$ cat src/gww_pkg.sv
`timescale 1ns / 1ps
// ----------------------------------------------------------------------------
// gww_pkg
// Types and constants shared by the greedy word wrap controller and datapath.
// ----------------------------------------------------------------------------
package gww_pkg;

    localparam int CNT_W = 7;
    localparam int CHAR_W = 8;

    localparam logic [CHAR_W-1:0] SPACE_CODE   = 8'd32;
    localparam logic [CHAR_W-1:0] NEWLINE_CODE = 8'd10;
    localparam logic [CNT_W-1:0]  WIDTH_RESET  = 7'd64;
    localparam logic [CNT_W-1:0]  CNT_SAT      = 7'd127;

    typedef enum logic [2:0] {
        S_IDLE,
        S_DECIDE,
        S_ONE,
        S_PREFIX,
        S_WORD
    } state_t;

    typedef enum logic [1:0] {
        ACT_NONE,
        ACT_ONE,
        ACT_FLUSH
    } action_t;

    typedef struct packed {
        logic capture;
        logic decide;
        logic load_one;
        logic load_prefix;
        logic load_word;
    } cmd_t;

    typedef struct packed {
        action_t action;
        logic    slot_free;
        logic    word_last;
    } sts_t;

endpackage

$ cat src/gww_in_if.sv
`timescale 1ns / 1ps
// ----------------------------------------------------------------------------
// gww_in_if
// Text byte channel: one byte and its end-of-text flag per beat.
// ----------------------------------------------------------------------------
interface gww_in_if;
    logic       valid;
    logic       ready;
    logic [7:0] char_code;
    logic       end_of_text;

    modport source (output valid, output char_code, output end_of_text, input ready);
    modport sink (input valid, input char_code, input end_of_text, output ready);
endinterface

$ cat src/gww_out_if.sv
`timescale 1ns / 1ps
// ----------------------------------------------------------------------------
// gww_out_if
// Wrapped text channel: one output byte and its last-of-run flag per beat.
// ----------------------------------------------------------------------------
interface gww_out_if;
    logic       valid;
    logic       ready;
    logic [7:0] out_char;
    logic       run_last;

    modport source (output valid, output out_char, output run_last, input ready);
    modport sink (input valid, input out_char, input run_last, output ready);
endinterface

$ cat src/gww_ram.sv
`timescale 1ns / 1ps
// ----------------------------------------------------------------------------
// gww_ram
// Simple dual-port RAM, one write and one read port, registered read data.
// ----------------------------------------------------------------------------
module gww_ram #(
    parameter int WIDTH = 8,
    parameter int DEPTH = 64
) (
    input  logic                     clk,
    input  logic                     we,
    input  logic [$clog2(DEPTH)-1:0] waddr,
    input  logic [WIDTH-1:0]         wdata,
    input  logic [$clog2(DEPTH)-1:0] raddr,
    output logic [WIDTH-1:0]         rdata
);

    logic [WIDTH-1:0] mem [DEPTH];
    logic [WIDTH-1:0] rdata_reg;

    always_ff @(posedge clk)
    begin
        if (we)
        begin
            mem[waddr] <= wdata;
        end
        rdata_reg <= mem[raddr];
    end

    assign rdata = rdata_reg;

endmodule

$ cat src/gww_ctrl.sv
`timescale 1ns / 1ps
// ----------------------------------------------------------------------------
// gww_ctrl
// Sequencer: accept a byte, decide, then drive the output beats it causes.
// ----------------------------------------------------------------------------
module gww_ctrl
    import gww_pkg::*;
(
    input  logic clk,
    input  logic rst_n,
    input  logic in_valid,
    output logic in_ready,
    input  sts_t sts,
    output cmd_t cmd
);

    state_t state_reg;
    state_t state_next;

    always_ff @(posedge clk or negedge rst_n)
    begin
        if (!rst_n)
        begin
            state_reg <= S_IDLE;
        end
        else
        begin
            state_reg <= state_next;
        end
    end

    always_comb
    begin
        state_next = state_reg;
        case (state_reg)
            S_IDLE:
            begin
                if (in_valid)
                begin
                    state_next = S_DECIDE;
                end
            end
            S_DECIDE:
            begin
                case (sts.action)
                    ACT_ONE:   state_next = S_ONE;
                    ACT_FLUSH: state_next = S_PREFIX;
                    default:   state_next = S_IDLE;
                endcase
            end
            S_ONE:
            begin
                if (sts.slot_free)
                begin
                    state_next = S_IDLE;
                end
            end
            S_PREFIX:
            begin
                if (sts.slot_free)
                begin
                    state_next = S_WORD;
                end
            end
            S_WORD:
            begin
                if (sts.slot_free && sts.word_last)
                begin
                    state_next = S_IDLE;
                end
            end
            default:
            begin
                state_next = S_IDLE;
            end
        endcase
    end

    always_comb
    begin
        cmd      = '0;
        in_ready = 1'b0;
        case (state_reg)
            S_IDLE:
            begin
                in_ready    = 1'b1;
                cmd.capture = in_valid;
            end
            S_DECIDE:
            begin
                cmd.decide = 1'b1;
            end
            S_ONE:
            begin
                cmd.load_one = sts.slot_free;
            end
            S_PREFIX:
            begin
                cmd.load_prefix = sts.slot_free;
            end
            S_WORD:
            begin
                cmd.load_word = sts.slot_free;
            end
            default:
            begin
                cmd = '0;
            end
        endcase
    end

endmodule

$ cat src/gww_dp.sv
`timescale 1ns / 1ps
// ----------------------------------------------------------------------------
// gww_dp
// Datapath: line and word counters, word store, fit test and output register.
// ----------------------------------------------------------------------------
module gww_dp
    import gww_pkg::*;
#(
    parameter int MAX_WIDTH = 64
) (
    input  logic              clk,
    input  logic              rst_n,
    input  logic              cfg_wr_en,
    input  logic [CNT_W-1:0]  cfg_wr_data,
    input  logic [CHAR_W-1:0] char_code,
    input  logic              end_of_text,
    input  cmd_t              cmd,
    output sts_t              sts,
    output logic              out_valid,
    input  logic              out_ready,
    output logic [CHAR_W-1:0] out_char,
    output logic              run_last
);

    localparam int AW = $clog2(MAX_WIDTH);
    localparam logic [CNT_W-1:0] MAX_W = CNT_W'(MAX_WIDTH);

    logic [CNT_W-1:0]  width_reg;
    logic [CNT_W-1:0]  ll_reg, ll_next;
    logic [CNT_W-1:0]  wf_reg, wf_next;
    logic              buf_reg, buf_next;
    logic [CHAR_W-1:0] char_reg;
    logic              eot_reg;
    logic [CHAR_W-1:0] prefix_reg, prefix_next;
    logic [CNT_W-1:0]  flen_reg, flen_next;
    logic [AW-1:0]     idx_reg, idx_next;
    logic              out_valid_reg, out_valid_next;
    logic [CHAR_W-1:0] out_char_reg, out_char_next;
    logic              out_last_reg, out_last_next;

    logic [CNT_W-1:0]  eff_w;
    logic [CNT_W-1:0]  wf_inc, ll_inc;
    logic              fits_cur, fits_inc;
    logic              ram_we;
    logic [CHAR_W-1:0] rd_data;
    action_t           action;
    logic              slot_free;
    logic              word_last;

    // Width out of range clamps to the legal span
    always_comb
    begin
        if (width_reg == '0)
        begin
            eff_w = CNT_W'(1);
        end
        else if (width_reg > MAX_W)
        begin
            eff_w = MAX_W;
        end
        else
        begin
            eff_w = width_reg;
        end
    end

    assign wf_inc = (wf_reg == CNT_SAT) ? CNT_SAT : wf_reg + CNT_W'(1);
    assign ll_inc = (ll_reg == CNT_SAT) ? CNT_SAT : ll_reg + CNT_W'(1);
    assign fits_cur = ({1'b0, ll_reg} + 8'd1 + {1'b0, wf_reg}) <= {1'b0, eff_w};
    assign fits_inc = ({1'b0, ll_reg} + 8'd1 + {1'b0, wf_inc}) <= {1'b0, eff_w};

    always_comb
    begin
        action      = ACT_NONE;
        ll_next     = ll_reg;
        wf_next     = wf_reg;
        buf_next    = buf_reg;
        prefix_next = SPACE_CODE;
        flen_next   = wf_reg;
        ram_we      = 1'b0;
        if (char_reg == SPACE_CODE)
        begin
            wf_next = '0;
            if (buf_reg)
            begin
                action      = ACT_FLUSH;
                prefix_next = fits_cur ? SPACE_CODE : NEWLINE_CODE;
                ll_next     = fits_cur ? ll_reg + CNT_W'(1) + wf_reg : wf_reg;
                buf_next    = 1'b0;
            end
        end
        else if (wf_reg == '0 && ll_reg == '0)
        begin
            action   = ACT_ONE;
            ll_next  = CNT_W'(1);
            wf_next  = CNT_W'(1);
            buf_next = 1'b0;
        end
        else if (wf_reg == '0 || buf_reg)
        begin
            // hold the byte; a held word is always shorter than the store
            ram_we    = cmd.decide && (wf_reg < MAX_W);
            wf_next   = wf_inc;
            flen_next = wf_inc;
            if (!fits_inc)
            begin
                action      = ACT_FLUSH;
                prefix_next = NEWLINE_CODE;
                ll_next     = wf_inc;
                buf_next    = 1'b0;
            end
            else
            begin
                buf_next = 1'b1;
                if (eot_reg)
                begin
                    action = ACT_FLUSH;
                end
            end
        end
        else
        begin
            action  = ACT_ONE;
            ll_next = ll_inc;
            wf_next = wf_inc;
        end
        if (eot_reg)
        begin
            ll_next  = '0;
            wf_next  = '0;
            buf_next = 1'b0;
        end
    end

    assign slot_free = !out_valid_reg || out_ready;
    assign word_last = (CNT_W'(idx_reg) + CNT_W'(1)) == flen_reg;

    // Read address runs one ahead so rd_data always matches idx_reg
    always_comb
    begin
        if (cmd.decide)
        begin
            idx_next = '0;
        end
        else if (cmd.load_word)
        begin
            idx_next = idx_reg + AW'(1);
        end
        else
        begin
            idx_next = idx_reg;
        end
    end

    gww_ram #(
        .WIDTH (CHAR_W),
        .DEPTH (MAX_WIDTH)
    ) u_store (
        .clk   (clk),
        .we    (ram_we),
        .waddr (wf_reg[AW-1:0]),
        .wdata (char_reg),
        .raddr (idx_next),
        .rdata (rd_data)
    );

    always_comb
    begin
        out_char_next  = out_char_reg;
        out_last_next  = out_last_reg;
        out_valid_next = out_ready ? 1'b0 : out_valid_reg;
        if (cmd.load_one)
        begin
            out_char_next  = char_reg;
            out_last_next  = 1'b1;
            out_valid_next = 1'b1;
        end
        else if (cmd.load_prefix)
        begin
            out_char_next  = prefix_reg;
            out_last_next  = 1'b0;
            out_valid_next = 1'b1;
        end
        else if (cmd.load_word)
        begin
            out_char_next  = rd_data;
            out_last_next  = word_last;
            out_valid_next = 1'b1;
        end
    end

    always_ff @(posedge clk or negedge rst_n)
    begin
        if (!rst_n)
        begin
            width_reg     <= WIDTH_RESET;
            ll_reg        <= '0;
            wf_reg        <= '0;
            buf_reg       <= 1'b0;
            idx_reg       <= '0;
            out_valid_reg <= 1'b0;
        end
        else
        begin
            if (cfg_wr_en)
            begin
                width_reg <= cfg_wr_data;
            end
            if (cmd.decide)
            begin
                ll_reg  <= ll_next;
                wf_reg  <= wf_next;
                buf_reg <= buf_next;
            end
            idx_reg       <= idx_next;
            out_valid_reg <= out_valid_next;
        end
    end

    always_ff @(posedge clk)
    begin
        if (cmd.capture)
        begin
            char_reg <= char_code;
            eot_reg  <= end_of_text;
        end
        if (cmd.decide)
        begin
            prefix_reg <= prefix_next;
            flen_reg   <= flen_next;
        end
        out_char_reg <= out_char_next;
        out_last_reg <= out_last_next;
    end

    assign sts.action    = action;
    assign sts.slot_free = slot_free;
    assign sts.word_last = word_last;
    assign out_valid     = out_valid_reg;
    assign out_char      = out_char_reg;
    assign run_last      = out_last_reg;

`ifndef NO_ASSERTIONS
    a_load_needs_slot: assert property (@(posedge clk) disable iff (!rst_n)
        (cmd.load_one || cmd.load_prefix || cmd.load_word) |-> slot_free)
        else $error("output loaded while a beat is still waiting");

    a_capture_then_decide: assert property (@(posedge clk) disable iff (!rst_n)
        cmd.capture |=> cmd.decide)
        else $error("captured byte not followed by a decision");

    a_held_word_in_store: assert property (@(posedge clk) disable iff (!rst_n)
        buf_reg |-> (wf_reg != '0) && (wf_reg < MAX_W))
        else $error("held word length outside the word store");

    a_flush_not_empty: assert property (@(posedge clk) disable iff (!rst_n)
        (cmd.decide && action == ACT_FLUSH) |-> (flen_next != '0))
        else $error("flush of an empty word");
`endif

endmodule

$ cat src/greedy_word_wrap.sv
`timescale 1ns / 1ps
// ----------------------------------------------------------------------------
// greedy_word_wrap
// Re-emits a byte stream greedily wrapped to a configured line width.
// ----------------------------------------------------------------------------
// One text byte is taken per beat on text_in. A byte that gives no output
// passes through accept and decide; one that gives a single output byte
// adds a load of the output register. A byte that releases a held word goes
// through accept, decide, the separator (space or newline), then one stored
// byte per cycle while text_out is ready, from the single read port of the
// word store. A stall on text_out holds the sequencer; the output register
// keeps the last beat while the next byte is accepted. The user must write
// line_width via cfg_wr_en / cfg_wr_data while idle; this is not enforced.
// ----------------------------------------------------------------------------
module greedy_word_wrap
    import gww_pkg::*;
#(
    parameter int MAX_WIDTH = 64
) (
    input  logic              clk,
    input  logic              rst_n,
    input  logic              cfg_wr_en,
    input  logic [CNT_W-1:0]  cfg_wr_data,
    gww_in_if.sink            text_in,
    gww_out_if.source         text_out
);

    cmd_t cmd;
    sts_t sts;

    gww_ctrl u_ctrl (
        .clk      (clk),
        .rst_n    (rst_n),
        .in_valid (text_in.valid),
        .in_ready (text_in.ready),
        .sts      (sts),
        .cmd      (cmd)
    );

    gww_dp #(
        .MAX_WIDTH (MAX_WIDTH)
    ) u_dp (
        .clk         (clk),
        .rst_n       (rst_n),
        .cfg_wr_en   (cfg_wr_en),
        .cfg_wr_data (cfg_wr_data),
        .char_code   (text_in.char_code),
        .end_of_text (text_in.end_of_text),
        .cmd         (cmd),
        .sts         (sts),
        .out_valid   (text_out.valid),
        .out_ready   (text_out.ready),
        .out_char    (text_out.out_char),
        .run_last    (text_out.run_last)
    );

endmodule

$ cat src/flat_wrapper.sv
// flat-port wrapper written by rule: the top's interface ports become plain ports
module greedy_word_wrap_flat import gww_pkg::*;
#(
    parameter int MAX_WIDTH = 64
)
  (clk, rst_n, cfg_wr_en, cfg_wr_data, text_in_valid, text_in_char_code, text_in_end_of_text, text_in_ready, text_out_valid, text_out_out_char, text_out_run_last, text_out_ready);
  gww_in_if text_in_i ();
  gww_out_if text_out_i ();
  input  logic clk;
  input  logic rst_n;
  input  logic cfg_wr_en;
  input  logic [CNT_W-1:0] cfg_wr_data;
  input wire logic [$bits(text_in_i.valid)-1:0] text_in_valid;
  input wire logic [$bits(text_in_i.char_code)-1:0] text_in_char_code;
  input wire logic [$bits(text_in_i.end_of_text)-1:0] text_in_end_of_text;
  output wire logic [$bits(text_in_i.ready)-1:0] text_in_ready;
  output wire logic [$bits(text_out_i.valid)-1:0] text_out_valid;
  output wire logic [$bits(text_out_i.out_char)-1:0] text_out_out_char;
  output wire logic [$bits(text_out_i.run_last)-1:0] text_out_run_last;
  input wire logic [$bits(text_out_i.ready)-1:0] text_out_ready;
  assign text_in_i.valid = text_in_valid;
  assign text_in_i.char_code = text_in_char_code;
  assign text_in_i.end_of_text = text_in_end_of_text;
  assign text_in_ready = text_in_i.ready;
  assign text_out_valid = text_out_i.valid;
  assign text_out_out_char = text_out_i.out_char;
  assign text_out_run_last = text_out_i.run_last;
  assign text_out_i.ready = text_out_ready;
  greedy_word_wrap #(.MAX_WIDTH(MAX_WIDTH)) u_core (.clk(clk), .rst_n(rst_n), .cfg_wr_en(cfg_wr_en), .cfg_wr_data(cfg_wr_data), .text_in(text_in_i), .text_out(text_out_i));
endmodule
$ cat config.mk
export PLATFORM = sky130hd
export DESIGN_NAME = greedy_word_wrap_flat
export DESIGN_NICKNAME = d
export VERILOG_FILES = /design/src/gww_pkg.sv /design/src/gww_in_if.sv /design/src/gww_out_if.sv /design/src/gww_ram.sv /design/src/gww_ctrl.sv /design/src/gww_dp.sv /design/src/greedy_word_wrap.sv /design/src/flat_wrapper.sv
export SDC_FILE = /design/constraint.sdc
export NUM_CORES = 1
export LEC_CHECK = 0
export ABC_AREA = 1
export BUFFER_PORTS_ARGS = -buffer_cell sky130_fd_sc_hd__buf_2
export CORE_MARGIN = 4
export CORE_UTILIZATION = 40
export DETAILED_ROUTE_END_ITERATION = 6
export PLACE_DENSITY = 0.54
export SYNTH_ARGS = -nofsm -noshare
export SYNTH_HDL_FRONTEND = slang
export SYNTH_HIERARCHICAL = 1
export SYNTH_SLANG_ARGS = --single-unit
$ cat constraint.sdc
create_clock -name clk -period 3.61 [get_ports clk]
set_input_delay 0.361 -clock clk [delete_from_list [all_inputs] [get_ports clk]]
set_output_delay 0.361 -clock clk [all_outputs]
set_load 0.01 [all_outputs]
==> summary.txt, run 1 <==
Status
  – Outcome: finished, violations left
  – Violations in the final reports: negative setup slack

STA
  – Setup repair after global routing missed its margin: true
  – Share of the cycle needed by the critical path after routing: 1.017
  – Final critical path time including I/O delays and setup: between 3000 and 4000 ps
  – Hold Violations, Final: 0
  – Total setup violations reported at the end of the flow: 2
  – Final hold slack: ~60 ps
  – Worst setup skew after layout: between 15 and 20 ps
  – Final Slew Violations: 0
  – Max Clock Freq: approximately 270 MHz
  – Headroom to the max-slew limit: 0.1826
  – Slew at the pin closest to its max-slew limit: around 1200 ps
  – Post-Route Setup TNS: -75.45 ps
  – Setup WS post-layout: -60.59 ps

Routing
  – DRT Wirelength: 67750 um
  – First-pass iteration count of the detailed router: 5
  – WL per Instance: approximately 20 um
  – Post-route DRC violation count: 0
  – Vias/cell: 5.208
  – Via count of the routed design: between 15000 and 20000
  – DRT antenna net count: 0
  – DRC violation total after the first TritonRoute iteration: approximately 1500

Critical path
  – Max FO, Critical Path: 3
  – Reg-to-reg slack, setup: -60 ps
  – Critical path destination: u_core/u_ctrl/state_reg[1]$_DFFE_PN0P_
  – Beginning of the critical path: u_core/u_dp/wf_reg[0]$_DFFE_PN0P_
  – Kind of capture point of the worst setup path: register
  – WP data required: between 4000 and 5000 ps
  – Signal arrival time at the worst endpoint: 4200 ps
  – Cells on worst reg2reg path: 24
  – Crit Path Class: register to register
  – Setup crit start kind: register
  – FF-to-FF Start: u_core/u_dp/wf_reg[0]$_DFFE_PN0P_
  – Worst reg2reg endpoint: u_core/u_ctrl/state_reg[1]$_DFFE_PN0P_

Placement
  – PortBufs: 31
  – Half-perimeter wire length after detailed placement: between 40000 and 50000 um
  – RePlAce Congestion: 0.8726

Logic synthesis
  – Sequential fraction of the synthesis area: 0.6684
  – Most common library cells after synthesis: nand2_1, edfxtp_1, nand3_1, nor2_1, inv_1
  – Synth unique cells: between 40 and 50
  – Synth warnings: 6
  – Yosys top cell area share: 0.6301
  – Cell count after synthesis: 2363
  – Total of flip-flops plus latches after synthesis: slightly below 600
  – Cells taking the most area after synthesis: edfxtp_1, nand2_1, nand3_1
  – Netlist Area Pre-Place: between 20000 and 30000 um^2
  – Avg Cell Area, Syn: about 11 um^2
  – Synth async-reset ratio: 0.05527
  – Count leader, synth: nand2_1
  – Syn Nets: 2420
  – Top FF cell, synth: edfxtp_1
  – EDFF count, synth: 538
  – Largest area contributor in the netlist: edfxtp_1

Floorplanning
  – Boundary pin count: 32
  – DIE AREA: ~70000 um^2
  – Width of the chip: 261.2 um
  – Initial Utilization: 0.4050
  – Area of the core: 63310 um^2
  – Std cell rows: ~90
  – Vertical die dimension: 261.2 um

Final layout
  – Final antenna diode count: 0
  – Largest register FFs: 512
  – Count of filler cells inserted in the layout: roughly 6000
  – Share of the core filled with cells in the final layout: 0.4675
  – Area growth syn-to-layout: 15.44%
  – # nets final: 2532
  – Register ranked first by flip-flop count: u_core/u_dp/u_store/mem
  – Fraction of layout instances using a drive strength above 1: 0.1287

Worst hold path
  – Hold/Removal Path Class: input port to register

Global routing
  – Number of global-route vias before repair: 17370
  – Final global-route overflow total: 0
  – Maximum number of pins on one net before global-route repair: about 120
  – Global-route wire length before repair: slightly above 100000 um
  – Antenna violations before repair: 0
  – GRT Total Usage: 0.1983

Clock tree
  – Clock sink total: a little under 600
  – Root Buffer: clkbuf_16
  – H-Tree Level Count: 2
  – CTS Buf Count: 60
  – Bufs on Longest Clock Path: 3
  – Clock tree from TritonCTS: done
  – Clock slew at the register clock pins of the worst setup and hold paths: roughly 60 ps
  – Skew-Pair Late Insertion Delay: 630 ps

Job
  – Max_cap viols: 0

Power and ir drop
  – Net switching component of the power: a little over 8 mW
  – Net switching share of the total power: 0.3672
  – Reg power frac: 0.363
  – Pwr dens: roughly 760 nW/um^2
  – Cell-internal power: 14.26 mW
  – Leakage power of the design: 11.28 nW
  – Relative contribution of the clock network to total power: 0.285
  – Combinational cell fraction of total power: 0.352
  – Max IR drop VDD: 0.0004382 V
  – Power after layout: approximately 23 mW
==> worst max-delay path: stages, from the launching register on <==
cell and delay [ps]:
dfrtp_2 370, ha_2 180, nand2_2 60, inv_2 60, nand2_2 60, nor2_4 140, nand3_4 110, nand2_4 90
ha_4 130, inv_2 40, fa_2 390, o21ai_2 170, nand2_1 70, nand2_1 80, a21oi_2 60, xnor2_1 120
ha_1 320, nand3_2 70, o211ai_1 190, nand2_2 130, nand2_2 90, nand2_1 50, o21ai_1 90, ha_2 290
o31ai_1 210
==> how the worst min path moves through the flow <==
stage,to,depth (start not counted),start,slack (ps)
after global routing,u_core/u_dp/width_reg[6]$_DFFE_PN1P_,2,cfg_wr_en,70
after CTS,u_core/u_dp/width_reg[6]$_DFFE_PN1P_,2,cfg_wr_en,40
after detailed placement,u_core/u_dp/run_last$_SDFFE_PP1P_,2,u_core/u_dp/run_last$_SDFFE_PP1P_,470
after floorplan,u_core/u_ctrl/state_reg[0]$_DFFE_PN0P_,0,rst_n,70
after global placement,u_core/u_dp/ll_reg[5]$_DFFE_PN0P_,1,rst_n,480
final,u_core/u_dp/width_reg[6]$_DFFE_PN1P_,2,cfg_wr_en,60
==> layer usage <==
layer | share of wire | GRT usage
met1 | 0.44 | 0.2745
met2 | 0.47 | 0.3239
met3 | 0.061 | 0.03259
met4 | 0.028 | 0.06066
met5 | 0 | 0
==> area by class of cell <==
class                   instances  area, um^2  share of cell area
flip-flops and latches        579       17140              0.5791
multi-input cells            1561        7537              0.2547
clock buffers                  79        1717             0.05800
repair buffers                170        1389             0.04693
well taps                     846        1059             0.03577
inverters                     103       394.1             0.01332
clock inverters                33       360.3             0.01218
==> repair_timing <==
item	in CTS	in global routing
hold buffers	18	0
resized for setup	7	41
pin swaps	9	22
buffers inserted	0	4
setup endpoints to repair	2	11
hold endpoints to repair	48	0
==> cell usage in the layout (no fill, tap or decap), types with 4 or more instances in the layout <==
master,n
clkbuf_16,63
dlygate4sd3_1,18
mux2_2,4
clkbuf_1,8
a21oi_1,12
buf_2,31
clkinv_1,12
nand4_1,24
inv_1,91
ha_1,24
nor4_1,10
inv_2,8
nor2_1,103
xor2_1,6
nor3_1,6
dfxtp_1,9
nand2_1,762
o21ai_0,28
buf_12,11
ha_4,8
edfxtp_1,538
a21oi_2,4
clkinv_2,13
xnor2_1,9
bufinv_16,7
nand2_2,17
nand3b_1,6
dfrtp_1,29
nand3_1,487
clkbuf_8,8
nand3_2,4
buf_4,108
==> per-stage QoR <==
stage,setup slack [ps],instance area [um^2],std cells
final,-60.59,29600,3371
after global routing,-272.1,29600,3371
after CTS,-20.53,29370,3367
after detailed placement,-83.12,27070,3237
after global placement,-54.79,27070,3237
after floorplan,-124.1,25650,2363
==> logic make-up after synthesis <==
group,synth area share
buf+inv,0.04851
mux,0.001757
xor+xnor,0.006149
simple gates,0.2423
compound gates,0.01474
fa+ha+maj,0.01815
flops,0.6684
==> power by group through the flow <==
stage	clock, mW	combinational, mW	sequential [mW]
floorplan	0	4.90	8.50
global placement	0	7.65	8.31
detailed placement	0	7.70	8.32
CTS	6.56	7.77	8.18
global route	6.85	8.73	8.22
finish	6.42	7.92	8.19
(Power assumes the default switching activity.)
==> inputs of run 2 (changes only) <==
--- a/config.mk
+++ b/config.mk
@@ -8,9 +8,11 @@
 export ABC_AREA = 1
 export BUFFER_PORTS_ARGS = -buffer_cell sky130_fd_sc_hd__buf_2
 export CORE_MARGIN = 4
-export CORE_UTILIZATION = 40
+export CORE_UTILIZATION = 45
+export CTS_BUF_LIST = sky130_fd_sc_hd__clkbuf_16
 export DETAILED_ROUTE_END_ITERATION = 6
-export PLACE_DENSITY = 0.54
+export PLACE_DENSITY = 0.59
+export SLEW_MARGIN = 20
 export SYNTH_ARGS = -nofsm -noshare
 export SYNTH_HDL_FRONTEND = slang
 export SYNTH_HIERARCHICAL = 1
==> summary.txt, run 2 (synthesis gave the netlist of run 1 again) <==
Status
  – Outcome: finished, violations left (unchanged)
  – Violations in the final reports: negative setup slack (unchanged)

Final layout
  – Final antenna diode count: 0 (unchanged)
  – Largest register FFs: 512 (unchanged)
  – Count of filler cells inserted in the layout: 5133 (was 5833)
  – Area growth syn-to-layout: 14.39% (was 15.44%)
  – # nets final: 2537 (was 2532)
  – Most common cell after layout, fill and taps aside: nand2_1 (unchanged)
  – Share of the core filled with cells in the final layout: 0.5201 (was 0.4675)
  – Register ranked first by flip-flop count: u_core/u_dp/u_store/mem (unchanged)
  – Fraction of layout instances using a drive strength above 1: 0.1226 (was 0.1287)
  – Finished Cell Area: 29330 um^2 (was 29600 um^2)
  – Leading cell types in the layout, fill and taps excluded: nand2_1, edfxtp_1, nand3_1, buf_4, inv_1 (was nand2_1, edfxtp_1, nand3_1, buf_4, nor2_1)

Power and ir drop
  – Net switching component of the power: 8.189 mW (was 8.274 mW)
  – Reg power frac: 0.373 (was 0.363)
  – Pwr dens: 748.6 nW/um^2 (was 761.3 nW/um^2)
  – Max IR drop VDD: 0.0004083 V (was 0.0004382 V)
  – Leakage power of the design: 11.27 nW (was 11.28 nW)
  – Net switching share of the total power: 0.3730 (was 0.3672)
  – Cell-internal power: 13.77 mW (was 14.26 mW)
  – Relative contribution of the clock network to total power: 0.269 (was 0.285)
  – Combinational cell fraction of total power: 0.358 (was 0.352)

Floorplanning
  – Boundary pin count: 32 (unchanged)
  – DIE AREA: 60860 um^2 (was 68210 um^2)
  – Initial Utilization: 0.4547 (was 0.4050)
  – Width of the chip: 246.7 um (was 261.2 um)
  – Area of the core: 56390 um^2 (was 63310 um^2)
  – Std cell rows: 87 (was 92)
  – Vertical die dimension: 246.7 um (was 261.2 um)

Clock tree
  – Clock sink total: 579 (unchanged)
  – Clock tree from TritonCTS: done (unchanged)
  – CTS Buf Count: 59 (was 60)
  – Skew-Pair Late Insertion Delay: 640 ps (was 630 ps)
  – H-Tree Level Count: 2 (unchanged)
  – Clock slew at the register clock pins of the worst setup and hold paths: 60 ps (about the same)
  – Root Buffer: clkbuf_16 (unchanged)
  – Bufs on Longest Clock Path: 3 (unchanged)

Routing
  – WL per Instance: 19.74 um (was 20.10 um)
  – DRT antenna net count: 0 (unchanged)
  – DRC violation total after the first TritonRoute iteration: 1508 (was 1509)
  – First-pass iteration count of the detailed router: 7 (was 5)
  – Via count of the routed design: 17576 (was 17556)
  – Vias/cell: 5.350 (was 5.208)
  – DRT Wirelength: 64830 um (was 67750 um)
  – Post-route DRC violation count: 0 (unchanged)

STA
  – Setup WS post-layout: -53.23 ps (was -60.59 ps)
  – Total setup violations reported at the end of the flow: 5 (was 2)
  – Slew at the pin closest to its max-slew limit: 1162 ps (was 1225 ps)
  – Hold Violations, Final: 0 (unchanged)
  – Share of the cycle needed by the critical path after routing: 1.015 (was 1.017)
  – Worst setup skew after layout: 25.09 ps (was 17.42 ps)
  – Final hold slack: 62.95 ps (was 60.02 ps)
  – Headroom to the max-slew limit: 0.2246 (was 0.1826)
  – Setup repair after global routing missed its margin: true (unchanged)
  – Final Slew Violations: 0 (unchanged)
  – Max Clock Freq: 273.0 MHz (was 272.4 MHz)
  – Final critical path time including I/O delays and setup: 3663 ps (was 3671 ps)

Placement
  – Area post-placement: 26980 um^2 (was 27070 um^2)
  – RePlAce Congestion: 0.8727 (was 0.8726)
  – Half-perimeter wire length after detailed placement: 39380 um (was 41280 um)
  – PortBufs: 31 (unchanged)

Global routing
  – Maximum number of pins on one net before global-route repair: 108 (was 119)
  – Number of global-route vias before repair: 17083 (was 17370)
  – GRT Total Usage: 0.2135 (was 0.1983)
  – Global-route wire length before repair: 99970 um (was 103800 um)
  – Antenna violations before repair: 1 (was 0)
  – Final global-route overflow total: 0 (unchanged)

Critical path
  – Standard cell with the maximum stage delay on the critical path: dfrtp_2 (was fa_2)
  – Max FO, Critical Path: 15 (was 3)
  – Number of gates on the worst path with buffers counted: 20 (was 24)
  – Signal arrival time at the worst endpoint: 4190 ps (was 4200 ps)
  – Cell with the most instances on the worst path: ha_1 (was nand2_2)
  – CP delay by family, top: adder cells (unchanged)
  – Cells on worst reg2reg path: 20 (was 24)
  – Kind of capture point of the worst setup path: register (unchanged)
  – Peak per-stage delay on the critical path: 400 ps (was 390 ps)
  – Chain of cells forming the critical path: buf_6 -> inv_1 -> ha_1 -> nor2_4 -> inv_1 -> ha_1 -> nand3_1 -> nand3_2 -> buf_4 -> xor2_1 -> ha_1 -> nand2_1 -> o21a_1 -> o211ai_1 -> nand2_2 -> nand2_2 -> nand2_1 -> o21ai_1 -> ha_2 -> o31ai_1 (was ha_2 -> nand2_2 -> inv_2 -> nand2_2 -> nor2_4 -> nand3_4 -> nand2_4 -> ha_4 -> inv_2 -> fa_2 -> o21ai_2 -> nand2_1 -> nand2_1 -> a21oi_2 -> xnor2_1 -> ha_1 -> nand3_2 -> o211ai_1 -> nand2_2 -> nand2_2 -> nand2_1 -> o21ai_1 -> ha_2 -> o31ai_1)
  – Setup crit start kind: register (unchanged)
  – Crit Path Class: register to register (unchanged)
  – Worst path buffer plus inverter count: 4 (was 2)
  – WP data required: 4140 ps (about the same)

Worst hold path
  – Depth of the worst hold-timing path: 2 (unchanged)
  – Hold/Removal Path Class: input port to register (unchanged)

Job
  – Max_cap viols: 0 (unchanged)
[run 2: changes by cell type in the layout (fill, tap and decap cells not counted), moves of 4 or more]
cell | before | now
inv_1 | 91 | 106
clkinv_2 | 13 | 9
clkbuf_8 | 8 | 0
ha_1 | 24 | 28
buf_4 | 108 | 113
clkinv_1 | 12 | 18
clkbuf_1 | 8 | 0
[run 2: per-layer routing]
metal  routed length [um]  global-route usage  vias to the layer above
met5                    0                   0                        -
li1                     -                   -                     8426
met3                 3418             0.03069                      106
met2                30540              0.3456                      483
met1                29150              0.3035                     8561
met4                 1718             0.06090                        0
[run 2: per-stage QoR]
| stage | TNS (ps) | total power, mW | cells | setup slack, ps |
|---|---|---|---|---|
| 2_1_floorplan | -7942 | 13.40 | 2363 | -124.1 |
| 3_3_place_gp | -261.4 | 15.82 | 3148 | -137.4 |
| 3_5_place_dp | -330.4 | 15.92 | 3148 | -183.2 |
| 4_1_cts | -12.44 | 21.90 | 3280 | -12.44 |
| 5_1_grt | -2490 | 23.16 | 3285 | -320.8 |
| 6_report | -110.4 | 21.96 | 3285 | -53.23 |
[run 2: layout make-up]
cell class | instances | area, um^2 | share of cell area
timing repair buffer | 176 | 1446 | 0.04932
sequential | 579 | 17140 | 0.5844
multi-input combinational | 1561 | 7508 | 0.2560
tap | 756 | 945.9 | 0.03225
clock buffer | 60 | 1501 | 0.05119
inverter | 103 | 396.6 | 0.01352
clock inverter | 50 | 390.4 | 0.01331
[run 2: final timing paths]
path,start,end,slack [ps]
setup reg to reg,u_core/u_dp/wf_reg[0]$_DFFE_PN0P_,u_core/u_ctrl/state_reg[1]$_DFFE_PN0P_,-50
max in group asynchronous,rst_n,u_core/u_dp/wf_reg[0]$_DFFE_PN0P_,2680
min in group asynchronous,rst_n,u_core/u_ctrl/state_reg[2]$_DFFE_PN0P_,360
hold / removal,cfg_wr_en,u_core/u_dp/width_reg[0]$_DFFE_PN0P_,60
hold reg to reg,u_core/u_dp/run_last$_SDFFE_PP1P_,u_core/u_dp/run_last$_SDFFE_PP1P_,480
setup / recovery,u_core/u_dp/wf_reg[0]$_DFFE_PN0P_,u_core/u_ctrl/state_reg[1]$_DFFE_PN0P_,-50
[run 2: power groups by stage]
stage / sequential (mW) / clock (mW) / combinational (mW)
4_1_cts: 8.19 / 6.02 / 7.69
3_3_place_gp: 8.31 / 0 / 7.51
5_1_grt: 8.22 / 6.32 / 8.62
6_report: 8.19 / 5.90 / 7.86
3_5_place_dp: 8.32 / 0 / 7.60
2_1_floorplan: 8.50 / 0 / 4.90
[run 2: worst reg2reg max path: stages (launching register included)]
cell      delay [ps]
dfrtp_2          400
buf_6            190
inv_1             70
ha_1             330
nor2_4           130
inv_1             50
ha_1             280
nand3_1          100
nand3_2          120
buf_4            170
xor2_1           140
ha_1             290
nand2_1           70
o21a_1           180
o211ai_1         190
nand2_2          130
nand2_2           90
nand2_1           50
o21ai_1           80
ha_2             280
o31ai_1          210
[run 2: timing repair]
action,in CTS,in global routing
pin swaps,19,20
hold endpoints to repair,48,0
gates resized for setup,20,25
hold buffers,18,0
setup buffers,5,6
endpoints found under the setup margin,4,11
==> inputs of run 3 (changes only) <==
--- a/config.mk
+++ b/config.mk
@@ -8,10 +8,10 @@
 export ABC_AREA = 1
 export BUFFER_PORTS_ARGS = -buffer_cell sky130_fd_sc_hd__buf_2
 export CORE_MARGIN = 4
-export CORE_UTILIZATION = 45
+export CORE_UTILIZATION = 55
 export CTS_BUF_LIST = sky130_fd_sc_hd__clkbuf_16
 export DETAILED_ROUTE_END_ITERATION = 6
-export PLACE_DENSITY = 0.59
+export PLACE_DENSITY = 0.71
 export SLEW_MARGIN = 20
 export SYNTH_ARGS = -nofsm -noshare
 export SYNTH_HDL_FRONTEND = slang
==> constraint.sdc (replaced) <==
create_clock -name clk -period 3.61 [get_ports clk]
set_input_delay 0.361 -clock clk [delete_from_list [all_inputs] [get_ports clk]]
set_output_delay 0.361 -clock clk [all_outputs]
set_load 0.05 [all_outputs]
==> summary.txt, run 3 (synthesis gave the netlist of run 1 again) <==
Job
  – Max_cap viols: 0 (unchanged)

Critical path
  – Max FO, Critical Path: 3 (was 15)
  – Kind of capture point of the worst setup path: register (unchanged)
  – Standard cell with the maximum stage delay on the critical path: fa_2 (was dfrtp_2)
  – WP data required: 4130 ps (was 4140 ps)
  – Peak per-stage delay on the critical path: 410 ps (was 400 ps)
  – Setup crit start kind: register (unchanged)
  – Signal arrival time at the worst endpoint: 4160 ps (was 4190 ps)
  – Crit Path Class: register to register (unchanged)
  – Chain of cells forming the critical path: ha_2 -> nand2_2 -> inv_2 -> nand2_4 -> nor2_4 -> nand3_4 -> nand2_4 -> ha_4 -> inv_2 -> fa_2 -> o21ai_2 -> nand2_1 -> nand2_1 -> a21oi_2 -> xnor2_1 -> ha_1 -> nand3_2 -> o211ai_1 -> nand2_2 -> nand2_2 -> nand2_1 -> o21ai_1 -> ha_2 -> o31ai_2 (was buf_6 -> inv_1 -> ha_1 -> nor2_4 -> inv_1 -> ha_1 -> nand3_1 -> nand3_2 -> buf_4 -> xor2_1 -> ha_1 -> nand2_1 -> o21a_1 -> o211ai_1 -> nand2_2 -> nand2_2 -> nand2_1 -> o21ai_1 -> ha_2 -> o31ai_1)

Power and ir drop
  – Relative contribution of the clock network to total power: 0.272 (was 0.269)
  – Combinational cell fraction of total power: 0.357 (was 0.358)
  – Net switching share of the total power: 0.3746 (was 0.3730)
  – Max IR drop VDD: 0.0006889 V (was 0.0004083 V)
  – Leakage power of the design: 11.17 nW (was 11.27 nW)
  – Reg power frac: 0.371 (was 0.373)
  – Pwr dens: 762.8 nW/um^2 (was 748.6 nW/um^2)
  – Net switching component of the power: 8.281 mW (was 8.189 mW)
  – Power after layout: 22.11 mW (was 21.96 mW)
  – Cell-internal power: 13.83 mW (was 13.77 mW)

STA
  – Final Slew Violations: 0 (unchanged)
  – Headroom to the max-slew limit: 0.4015 (was 0.2246)
  – Setup WS post-layout: -27.86 ps (was -53.23 ps)
  – Setup repair after global routing missed its margin: true (unchanged)
  – Post-Route Setup TNS: -27.86 ps (was -110.4 ps)
  – Hold Violations, Final: 0 (unchanged)
  – Share of the cycle needed by the critical path after routing: 1.008 (was 1.015)
  – Worst setup skew after layout: 26.10 ps (was 25.09 ps)
  – Slew at the pin closest to its max-slew limit: 894.5 ps (was 1162 ps)
  – Max Clock Freq: 274.9 MHz (was 273.0 MHz)
  – Final critical path time including I/O delays and setup: 3638 ps (was 3663 ps)
  – Total setup violations reported at the end of the flow: 1 (was 5)

Clock tree
  – Bufs on Longest Clock Path: 3 (unchanged)
  – Clock sink total: 579 (unchanged)
  – Clock slew at the register clock pins of the worst setup and hold paths: 70 ps (was 60 ps)
  – Skew-Pair Late Insertion Delay: 630 ps (was 640 ps)
  – Clock tree from TritonCTS: done (unchanged)
  – Root Buffer: clkbuf_16 (unchanged)
  – H-Tree Level Count: 2 (unchanged)
  – CTS Buf Count: 57 (was 59)

Final layout
  – Fraction of layout instances using a drive strength above 1: 0.1193 (was 0.1226)
  – Area growth syn-to-layout: 13.04% (was 14.39%)
  – Largest register FFs: 512 (unchanged)
  – Leading cell types in the layout, fill and taps excluded: nand2_1, edfxtp_1, nand3_1, nor2_1, inv_1 (was nand2_1, edfxtp_1, nand3_1, buf_4, inv_1)
  – Register ranked first by flip-flop count: u_core/u_dp/u_store/mem (unchanged)
  – Final antenna diode count: 0 (unchanged)
  – # nets final: 2516 (was 2537)
  – Final Non-Filler Cells: 3107 (was 3285)
  – Finished Cell Area: 28980 um^2 (was 29330 um^2)
  – Most common cell after layout, fill and taps aside: nand2_1 (unchanged)

Routing
  – WL per Instance: 20.33 um (was 19.74 um)
  – Via count of the routed design: 18096 (was 17576)
  – Post-route DRC violation count: 0 (unchanged)
  – DRT antenna net count: 0 (unchanged)
  – DRT Wirelength: 63150 um (was 64830 um)
  – First-pass iteration count of the detailed router: 6 (was 7)
  – Vias/cell: 5.824 (was 5.350)
  – DRC violation total after the first TritonRoute iteration: 1927 (was 1508)

Floorplanning
  – Width of the chip: 223.9 um (was 246.7 um)
  – Std cell rows: 78 (was 87)
  – DIE AREA: 50130 um^2 (was 60860 um^2)
  – Initial Utilization: 0.5601 (was 0.4547)
  – Vertical die dimension: 223.9 um (was 246.7 um)
  – Boundary pin count: 32 (unchanged)
  – Area of the core: 45770 um^2 (was 56390 um^2)

Placement
  – Area post-placement: 26620 um^2 (was 26980 um^2)
  – PortBufs: 31 (unchanged)
  – RePlAce Congestion: 0.9008 (was 0.8727)
  – Cell Count Post-Placement: 2977 (was 3148)
  – Half-perimeter wire length after detailed placement: 37580 um (was 39380 um)

Global routing
  – Antenna violations before repair: 0 (was 1)
  – GRT Total Usage: 0.2487 (was 0.2135)
  – Maximum number of pins on one net before global-route repair: 130 (was 108)
  – Number of global-route vias before repair: 17601 (was 17083)
  – Global-route wire length before repair: 97930 um (was 99970 um)
  – Final global-route overflow total: 0 (unchanged)

Status
  – Violations in the final reports: negative setup slack (unchanged)
  – Outcome: finished, violations left (unchanged)

Worst hold path
  – Hold/Removal Path Class: input port to register (unchanged)
[run 3: worst paths after layout]
check / from / endpoint / slack [ps] / depth (start not counted)
max: u_core/u_dp/wf_reg[1]$_DFFE_PN0P_ / u_core/u_ctrl/state_reg[1]$_DFFE_PN0P_ / -30 / 24
min in group asynchronous: rst_n / u_core/u_dp/idx_reg[5]$_DFF_PN0_ / 350 / 2
max reg2reg: u_core/u_dp/wf_reg[1]$_DFFE_PN0P_ / u_core/u_ctrl/state_reg[1]$_DFFE_PN0P_ / -30 / 24
min: text_out_ready / u_core/u_dp/out_valid$_DFFE_PN0P_ / 50 / 4
max in group asynchronous: rst_n / u_core/u_dp/wf_reg[0]$_DFFE_PN0P_ / 2730 / 2
min reg2reg: u_core/u_dp/run_last$_SDFFE_PP1P_ / u_core/u_dp/run_last$_SDFFE_PP1P_ / 480 / 2
[run 3: what timing repair did]
action,4_1_cts,5_1_grt
buffers inserted,3,4
hold endpoints to repair,47,0
hold buffers,17,0
pin swaps,16,8
setup endpoints to repair,3,12
resized for setup,21,23
[run 3: power groups by stage]
stage | clock network [mW] | registers, mW | logic, mW
CTS | 6.11 | 8.19 | 7.69
global route | 6.41 | 8.22 | 8.61
global placement | 0 | 8.31 | 7.43
floorplan | 0 | 8.65 | 4.93
detailed placement | 0 | 8.32 | 7.57
finish | 6.01 | 8.20 | 7.89
[run 3: critical path: cells and delay by family (launching register included)]
family	cells	cell delay, ps
AO/OA/AOI/OAI	5	670
XOR/XNOR	1	120
adder cells (fa/ha/maj)	5	1340
buffers and inverters	2	120
flip-flops	1	380
AND/OR/NAND/NOR	11	910
[run 3: stage by stage]
stage | setup slack, ps | util | hold WS, ps
finish | -27.86 | 0.6332 | 48.34
global placement | -19.44 | 0.5816 | 462.8
global route | -226.3 | 0.6332 | 58.86
detailed placement | -85.15 | 0.5816 | 458.1
floorplan | -124.1 | - | 65.41
CTS | 4.123 | 0.6301 | 19.57
[run 3: final cells by class]
cell class / count / area (um^2)
clock buffer: 58 / 1451
clock inverter: 49 / 476.7
fill: 3524 / 16790
inverter: 103 / 392.9
multi-input combinational: 1561 / 7518
sequential: 579 / 17140
tap: 600 / 750.7
timing repair buffer: 157 / 1251
[run 3: metal layers]
layer | vias to the layer above | wire (um) | track usage
met3 | 155 | 5079 | 0.04311
met4 | 0 | 2388 | 0.09048
met1 | 8700 | 25340 | 0.3406
li1 | 8386 | - | -
met2 | 855 | 30340 | 0.4059
met5 | - | 0 | 0
